<file path="config.mk">
export PLATFORM = sky130hd
export DESIGN_NAME = rsst_ctrl
export DESIGN_NICKNAME = d
export VERILOG_FILES = /design/src/hw/rtl/rsst_pkg.sv /design/src/hw/rtl/rsst_ctrl.sv
export SDC_FILE = /design/constraint.sdc
export NUM_CORES = 1
export LEC_CHECK = 0
export BUFFER_PORTS_ARGS = -buffer_cell sky130_fd_sc_hd__buf_4
export CAP_MARGIN = 20
export CORE_MARGIN = 2
export CORE_UTILIZATION = 64
export DETAILED_ROUTE_END_ITERATION = 10
export PLACE_DENSITY_LB_ADDON = 0.1
export SLEW_MARGIN = 20
export SYNTH_ARGS = -nofsm -noshare
export SYNTH_HDL_FRONTEND = slang
export SYNTH_SLANG_ARGS = --single-unit
</file>
<file path="constraint.sdc">
create_clock -name i_clk -period 8.5 [get_ports i_clk]
set_input_delay 0.85 -clock i_clk [delete_from_list [all_inputs] [get_ports i_clk]]
set_output_delay 0.85 -clock i_clk [all_outputs]
set_load 0.05 [all_outputs]
</file>
<file path="src/hw/rtl/rsst_pkg.sv">
`timescale 1ns / 1ps
// Shared constants, request codes and types of the range-sum segment tree.
// No dependencies; the top level and the tree walker refer to it by scoped names.
package rsst_pkg;

    localparam int DEF_MAX_ELEMENTS = 1024;

    localparam int COUNT_W = 11;
    localparam int POS_W   = 11;
    localparam int IDX_W   = 10;
    localparam int VAL_W   = 64;
    localparam int KIND_W  = 2;

    localparam logic [KIND_W-1:0] REQ_SET = 2'd0;
    localparam logic [KIND_W-1:0] REQ_ADD = 2'd1;
    localparam logic [KIND_W-1:0] REQ_SUM = 2'd2;

    localparam logic [COUNT_W-1:0] COUNT_RESET = 11'd1024;

    typedef logic [VAL_W-1:0] t_word;

    typedef struct packed {
        logic busy;
        logic done;
    } t_ctrl_stat;

endpackage

</file>
<file path="src/hw/rtl/rsst_ctrl.sv">
`timescale 1ns / 1ps
// Tree walker: point updates as read-modify-write down one path, range sums along two paths.
// Depends on rsst_pkg; drives the tree memory held by the top level.
module rsst_ctrl #(
    parameter int MAX_ELEMENTS = rsst_pkg::DEF_MAX_ELEMENTS,
    localparam int NODE_W = $clog2(MAX_ELEMENTS) + 1
) (
    input  logic                                i_clk,
    input  logic                                i_rst_n,
    input  logic                                i_start,
    input  logic [rsst_pkg::KIND_W-1:0]         i_kind,
    input  logic [rsst_pkg::IDX_W-1:0]          i_index,
    input  rsst_pkg::t_word                     i_value,
    input  logic [rsst_pkg::IDX_W-1:0]          i_left,
    input  logic [rsst_pkg::IDX_W-1:0]          i_right,
    input  logic [rsst_pkg::COUNT_W-1:0]        i_count,
    input  logic                                i_out_free,
    output logic                                o_rd_en,
    output logic [NODE_W-1:0]                   o_rd_addr,
    input  rsst_pkg::t_word                     i_rd_data,
    output logic                                o_wr_en,
    output logic [NODE_W-1:0]                   o_wr_addr,
    output rsst_pkg::t_word                     o_wr_data,
    output rsst_pkg::t_word                     o_total,
    output rsst_pkg::t_ctrl_stat                o_stat
);

    localparam int PW = rsst_pkg::POS_W;

    localparam logic [3:0] S_IDLE  = 4'd0;
    localparam logic [3:0] S_FIND  = 4'd1;
    localparam logic [3:0] S_OLD   = 4'd2;
    localparam logic [3:0] S_UPD   = 4'd3;
    localparam logic [3:0] S_DRAIN = 4'd4;
    localparam logic [3:0] S_SPLIT = 4'd5;
    localparam logic [3:0] S_LPATH = 4'd6;
    localparam logic [3:0] S_RPATH = 4'd7;
    localparam logic [3:0] S_QWAIT = 4'd8;
    localparam logic [3:0] S_FIN   = 4'd9;

    localparam logic [NODE_W-1:0] ROOT = NODE_W'(1);

    logic [3:0]        r_state, n_state;
    logic [NODE_W-1:0] r_node, n_node;
    logic [PW-1:0]     r_lo, n_lo;
    logic [PW-1:0]     r_hi, n_hi;
    logic [NODE_W-1:0] r_rnode, n_rnode;
    logic [PW-1:0]     r_rlo, n_rlo;
    logic [PW-1:0]     r_rhi, n_rhi;
    logic [PW-1:0]     r_idx, n_idx;
    logic [PW-1:0]     r_left, n_left;
    logic [PW-1:0]     r_right, n_right;
    rsst_pkg::t_word   r_diff, n_diff;
    rsst_pkg::t_word   r_acc, n_acc;
    logic              r_acc_pend, n_acc_pend;
    logic              r_wr_pend, n_wr_pend;
    logic [NODE_W-1:0] r_wr_addr, n_wr_addr;

    logic [PW:0]       w_sum;
    logic [PW-1:0]     w_mid;
    logic [PW-1:0]     w_mid_p1;
    logic [NODE_W-1:0] w_lchild;
    logic [NODE_W-1:0] w_rchild;
    logic              w_leaf;
    logic [PW-1:0]     w_cnt_m1;
    logic [PW-1:0]     w_in_idx;
    logic [PW-1:0]     w_in_left;
    logic [PW-1:0]     w_in_right;
    logic [PW-1:0]     w_right_c;
    logic              w_done;

    assign w_sum      = {1'b0, r_lo} + {1'b0, r_hi};
    assign w_mid      = w_sum[PW:1];
    assign w_mid_p1   = w_mid + PW'(1);
    assign w_lchild   = {r_node[NODE_W-2:0], 1'b0};
    assign w_rchild   = {r_node[NODE_W-2:0], 1'b1};
    assign w_leaf     = (r_lo == r_hi);
    assign w_cnt_m1   = PW'(i_count - rsst_pkg::COUNT_W'(1));
    assign w_in_idx   = PW'(i_index);
    assign w_in_left  = PW'(i_left);
    assign w_in_right = PW'(i_right);
    assign w_right_c  = (w_in_right > w_cnt_m1) ? w_cnt_m1 : w_in_right;

    always_comb begin
        n_state    = r_state;
        n_node     = r_node;
        n_lo       = r_lo;
        n_hi       = r_hi;
        n_rnode    = r_rnode;
        n_rlo      = r_rlo;
        n_rhi      = r_rhi;
        n_idx      = r_idx;
        n_left     = r_left;
        n_right    = r_right;
        n_diff     = r_diff;
        n_acc      = r_acc_pend ? (r_acc + i_rd_data) : r_acc;
        n_acc_pend = 1'b0;
        n_wr_pend  = 1'b0;
        n_wr_addr  = r_wr_addr;
        o_rd_en    = 1'b0;
        o_rd_addr  = r_node;
        w_done     = 1'b0;

        unique case (r_state)
            S_IDLE: begin
                if (i_start) begin
                    n_node  = ROOT;
                    n_lo    = '0;
                    n_hi    = w_cnt_m1;
                    n_idx   = w_in_idx;
                    n_left  = w_in_left;
                    n_right = w_right_c;
                    n_diff  = i_value;
                    n_acc   = '0;
                    unique case (i_kind)
                        rsst_pkg::REQ_SET: begin
                            if (w_in_idx <= w_cnt_m1) begin
                                n_state = S_FIND;
                            end
                        end
                        rsst_pkg::REQ_ADD: begin
                            if (w_in_idx <= w_cnt_m1) begin
                                n_state = S_UPD;
                            end
                        end
                        rsst_pkg::REQ_SUM: begin
                            if (w_in_left <= w_right_c) begin
                                n_state = S_SPLIT;
                            end else begin
                                n_state = S_FIN;
                            end
                        end
                        default: begin
                            n_state = S_IDLE;
                        end
                    endcase
                end
            end
            S_FIND: begin
                if (w_leaf) begin
                    o_rd_en = 1'b1;
                    n_state = S_OLD;
                end else if (r_idx <= w_mid) begin
                    n_node = w_lchild;
                    n_hi   = w_mid;
                end else begin
                    n_node = w_rchild;
                    n_lo   = w_mid_p1;
                end
            end
            S_OLD: begin
                n_diff  = r_diff - i_rd_data;
                n_node  = ROOT;
                n_lo    = '0;
                n_hi    = w_cnt_m1;
                n_state = S_UPD;
            end
            S_UPD: begin
                o_rd_en   = 1'b1;
                n_wr_pend = 1'b1;
                n_wr_addr = r_node;
                if (w_leaf) begin
                    n_state = S_DRAIN;
                end else if (r_idx <= w_mid) begin
                    n_node = w_lchild;
                    n_hi   = w_mid;
                end else begin
                    n_node = w_rchild;
                    n_lo   = w_mid_p1;
                end
            end
            S_DRAIN: begin
                n_state = S_IDLE;
            end
            S_SPLIT: begin
                if (r_left <= r_lo && r_hi <= r_right) begin
                    o_rd_en    = 1'b1;
                    n_acc_pend = 1'b1;
                    n_state    = S_QWAIT;
                end else if (r_right <= w_mid) begin
                    n_node = w_lchild;
                    n_hi   = w_mid;
                end else if (r_left > w_mid) begin
                    n_node = w_rchild;
                    n_lo   = w_mid_p1;
                end else begin
                    n_node  = w_lchild;
                    n_hi    = w_mid;
                    n_rnode = w_rchild;
                    n_rlo   = w_mid_p1;
                    n_rhi   = r_hi;
                    n_state = S_LPATH;
                end
            end
            S_LPATH: begin
                if (r_left <= r_lo) begin
                    o_rd_en    = 1'b1;
                    n_acc_pend = 1'b1;
                    n_node     = r_rnode;
                    n_lo       = r_rlo;
                    n_hi       = r_rhi;
                    n_state    = S_RPATH;
                end else if (r_left <= w_mid) begin
                    o_rd_en    = 1'b1;
                    o_rd_addr  = w_rchild;
                    n_acc_pend = 1'b1;
                    n_node     = w_lchild;
                    n_hi       = w_mid;
                end else begin
                    n_node = w_rchild;
                    n_lo   = w_mid_p1;
                end
            end
            S_RPATH: begin
                if (r_hi <= r_right) begin
                    o_rd_en    = 1'b1;
                    n_acc_pend = 1'b1;
                    n_state    = S_QWAIT;
                end else if (r_right > w_mid) begin
                    o_rd_en    = 1'b1;
                    o_rd_addr  = w_lchild;
                    n_acc_pend = 1'b1;
                    n_node     = w_rchild;
                    n_lo       = w_mid_p1;
                end else begin
                    n_node = w_lchild;
                    n_hi   = w_mid;
                end
            end
            S_QWAIT: begin
                n_state = S_FIN;
            end
            S_FIN: begin
                if (i_out_free) begin
                    w_done  = 1'b1;
                    n_state = S_IDLE;
                end
            end
            default: begin
                n_state = S_IDLE;
            end
        endcase
    end

    always_ff @(posedge i_clk) begin
        if (!i_rst_n) begin
            r_state    <= S_IDLE;
            r_acc_pend <= 1'b0;
            r_wr_pend  <= 1'b0;
        end else begin
            r_state    <= n_state;
            r_acc_pend <= n_acc_pend;
            r_wr_pend  <= n_wr_pend;
        end
    end

    always_ff @(posedge i_clk) begin
        r_node    <= n_node;
        r_lo      <= n_lo;
        r_hi      <= n_hi;
        r_rnode   <= n_rnode;
        r_rlo     <= n_rlo;
        r_rhi     <= n_rhi;
        r_idx     <= n_idx;
        r_left    <= n_left;
        r_right   <= n_right;
        r_diff    <= n_diff;
        r_acc     <= n_acc;
        r_wr_addr <= n_wr_addr;
    end

    assign o_wr_en     = r_wr_pend;
    assign o_wr_addr   = r_wr_addr;
    assign o_wr_data   = i_rd_data + r_diff;
    assign o_total     = r_acc;
    assign o_stat.busy = (r_state != S_IDLE);
    assign o_stat.done = w_done;

endmodule
</file>
==> results.txt <==
- The flow ran to the end, and the final reports show no timing, DRC or antenna violations.
- After synthesis the cells add up to 0.0229 mm^2.
* Std cell rows: 69
- Relative to the synthesized area, the layout overhead comes to 16.3%.
- In the synthesized netlist the async set-or-reset flop fraction comes to 0.
- Number of standard cells after synthesis: 2752
- The count of final max-slew check failures is 0.
- The synthesized design contains 241 register bits.
- WS Path Type: register to output pin
- Before antenna repair, the detailed router went through 8 iterations.
* Yosys Warn Count: 0
- The floorplan step set the die height to 193 um.
* Worst reg-to-reg path cell count: 19
- Horiz. Die Dim: 193 um
* TritonCTS clock tree: built
- The wire-length estimate of the detail-placed layout is 58.4 mm.
- Share of cells above drive strength 1: 0.145
- Arrival @ worst endpoint: around 6 ns
* Number of inserted diodes: 0
- GRT Resource Usage Total: 0.394
* Hold WC Path Type: primary input to register
- Number of max-cap violations: 0
- Ratio of total power to cell area: 449 mW/mm^2
- Dividing the final minimum period by the clock period gives 0.810.
- For this design, the sink count on the clock tree is 241.
- STA classifies the critical path startpoint as a register.
- Counting flops with a built-in enable in the synthesized netlist gives 171.
- At the later pin of the worst-skew pair, clock insertion delay measures ~0.6 ns.
* Top routing layer used: met5
* Post-synth cell types: 85
- Static timing analysis puts the maximum clock frequency at 145 MHz.
* Drc violations: 0
* Setup total negative slack: 0 ns
* Full die area: 0.0372 mm^2
- Fraction of the yosys area taken by sequential cells: 0.286
- Final min period: 6.89 ns
* Clock tree buffer depth: 3
* Post-layout nets: 3458
* Final setup violation count: 0
* Synth Net Count: 3211
* Routed metal-1 wire length: 29.4 mm
- CTS built an H-tree with a depth of 1.
* Worst Max-Slew Pin Slew: between 1 and 1.5 ns
- Along the worst path, the maximum fanout reaches 20.
- At the end of routability-driven placement, the weighted congestion stood at about 1.
- In this run, the number of DRC markers left after iteration 0 of detailed routing was around 2100.
- The number of global-route vias before repair was 21500.
- Clock tree synthesis selected as its root buffer the cell clkbuf_16.
* Via/cell ratio: 6.54
- Data on the critical path is required at its endpoint by 7.65 ns.
* Port-buffer cells: 328
- The routed design uses 7.97 mm of met3 wire.
* Leakage power: 11.9 nW
- Clk slew on worst S/H paths: 0.07 ns
* Number of hold buffers added after CTS: 0
* Average cell area after synthesis: about 8.3 um^2
* Postcts setup bufs: 0
- Pin count of the biggest net entering global routing: 67
- The initial antenna violation count came to 1.
- On the final layout, the worst clock skew is about 0.029 ns.
* Top flip-flop cell by instance count after synthesis: edfxtp_1
* Crit end category: output pin
- First-pass GRT wire length: 115 mm
- Cells after DPL: 3429
- Across the whole layout, storage elements account for 0.00654 mm^2.
- RSZ-0062 raised after global routing: false
- The detail route stage leaves a number of antenna-violating nets equal to 0.
- In the layout the commonest cells are buf_4 (343), a21oi_1 (281), ha_1 (280).
* Floorplan Core Area: roughly 0.035 mm^2
* Post-route non-filler standard cell count: 3483
* Multi-input gate area in the final layout: 0.0151 mm^2
- The routed layout has 22800 vias.
- Starting Density: 0.646
* Leading cell type in the layout, fill and taps excluded: buf_4
* I/O pin cnt: ~330
* Worst slew margin relative to its limit: 0.282
- VDD sags by at most 0.551 mV.
- Depth of the worst hold-timing path: 1
- Wirelength, routed: around 76 mm
- Post-CTS Resized: 0
- The total overflow left after global routing is 0.
- The hold violation count in the final report came to 0.
* Cts bufs inserted: 29
- After detailed routing, the average wire length per cell comes to 21.9 um.
* Total length of routed met2 wires: about 35 mm
- After filler insertion, the fill cell instance count of the layout stands at ~2600.
## worst max-delay path, cell delays in order, from the launching register on
cell	delay [ns]
edfxtp_1	0.42
ha_1	0.24
fa_1	0.40
a21o_1	0.20
a21oi_1	0.21
o21bai_1	0.12
a2111oi_0	0.42
nor3_1	0.15
a21o_1	0.21
a21oi_1	0.17
xnor2_1	0.24
inv_1	0.18
ha_1	0.33
nand4_1	0.11
nand2_1	0.08
o31ai_1	0.08
nor3_1	0.64
nor2_1	0.21
a21oi_2	0.56
nand2_1	0.14
o21ai_0	0.10
buf_4	0.22
## stage by stage
| stage | cell area, um^2 | setup WS, ns | hold WS (ns) | utilization | power [mW] |
|---|---|---|---|---|---|
| 2_1_floorplan | 22900 | 2.74 | 0.426 | - | 7.92 |
| 3_3_place_gp | 25500 | 2.25 | 0.444 | 0.721 | 10.1 |
| 3_5_place_dp | 25500 | 2.00 | 0.455 | 0.721 | 10.3 |
| 4_1_cts | 26600 | 1.38 | 0.425 | 0.750 | 11.7 |
| 5_1_grt | 26600 | 1.38 | 0.436 | 0.751 | 12.5 |
| 6_report | 26600 | 1.61 | 0.442 | 0.751 | 11.9 |
## report_power, final
part | total (mW) | internal [mW] | switching [mW]
sequential | 2.12 | 1.82 | 0.299
combinational | 8.44 | 2.80 | 5.64
clock | 1.36 | 0.800 | 0.559
total | 11.9 | 5.42 | 6.50
## cell type report
cell class / instances / share of cell area
well taps: 461 / 0.0217
multi-input cells: 2183 / 0.568
clock buffers: 36 / 0.0302
clock inverters: 18 / 0.00871
flip-flops and latches: 241 / 0.246
inverters: 201 / 0.0284
repair buffers: 343 / 0.0969
## cell usage after synthesis, types with 19 or more instances
cell type / count / area (um^2)
a21oi_1: 282 / 1410
nand4_1: 53 / 332
edfxtp_1: 171 / 5130
ha_1: 280 / 3500
o21bai_1: 56 / 420
mux2i_1: 45 / 450
nand3_1: 56 / 280
nor3_1: 58 / 290
nor2b_1: 28 / 175
inv_1: 195 / 732
nand2_1: 217 / 815
dfxtp_1: 70 / 1400
a211oi_1: 27 / 203
nand2b_1: 25 / 156
a21o_1: 65 / 488
o21ai_0: 202 / 1010
nor2_1: 238 / 893
nor4_1: 23 / 144
o31ai_1: 30 / 225
a22o_1: 19 / 166
xnor2_1: 152 / 1330
o21a_1: 32 / 240
xor2_1: 46 / 403
clkbuf_1: 98 / 368
## layer usage
metal  track usage  up-vias
met3        0.0791      263
li1              -    10500
met1         0.501    10600
met2         0.645     1388
met4         0.186        2
met5             0        -
## path summary, 6_finish.rpt
path,startpoint,endpoint,slack (ns)
worst max-delay path,r_hi[0],o_rd_addr[4],1.61
worst min-delay path,i_index[0],r_idx[0],0.44
worst max register to register,r_hi[0],r_hi[8],2.97
worst min register to register,r_node[10],o_wr_addr[10],0.46
## state kept, by name, summed over array words and instances, names as in the netlist
register / count
r_diff: 64
r_rnode: 10
r_right: 11
o_total: 64
r_state: 4
r_idx: 10
r_rhi: 11
r_hi: 11
r_left: 10
o_wr_en: 1
o_wr_addr: 11
r_node: 11
r_lo: 11
r_acc_pend: 1
r_rlo: 11
## cell families after synthesis
| kind of cell | count (synthesis) | synth area share |
|---|---|---|
| AO/OA/AOI/OAI | 875 | 0.244 |
| other | 1 | 0.000164 |
| buffers and inverters | 328 | 0.0549 |
| AND/OR/NAND/NOR | 768 | 0.157 |
| XOR/XNOR | 198 | 0.0759 |
| flip-flops | 241 | 0.286 |
| multiplexers | 55 | 0.0246 |
| adder cells (fa/ha/maj) | 286 | 0.158 |
Power figures use the tool's default switching activity.
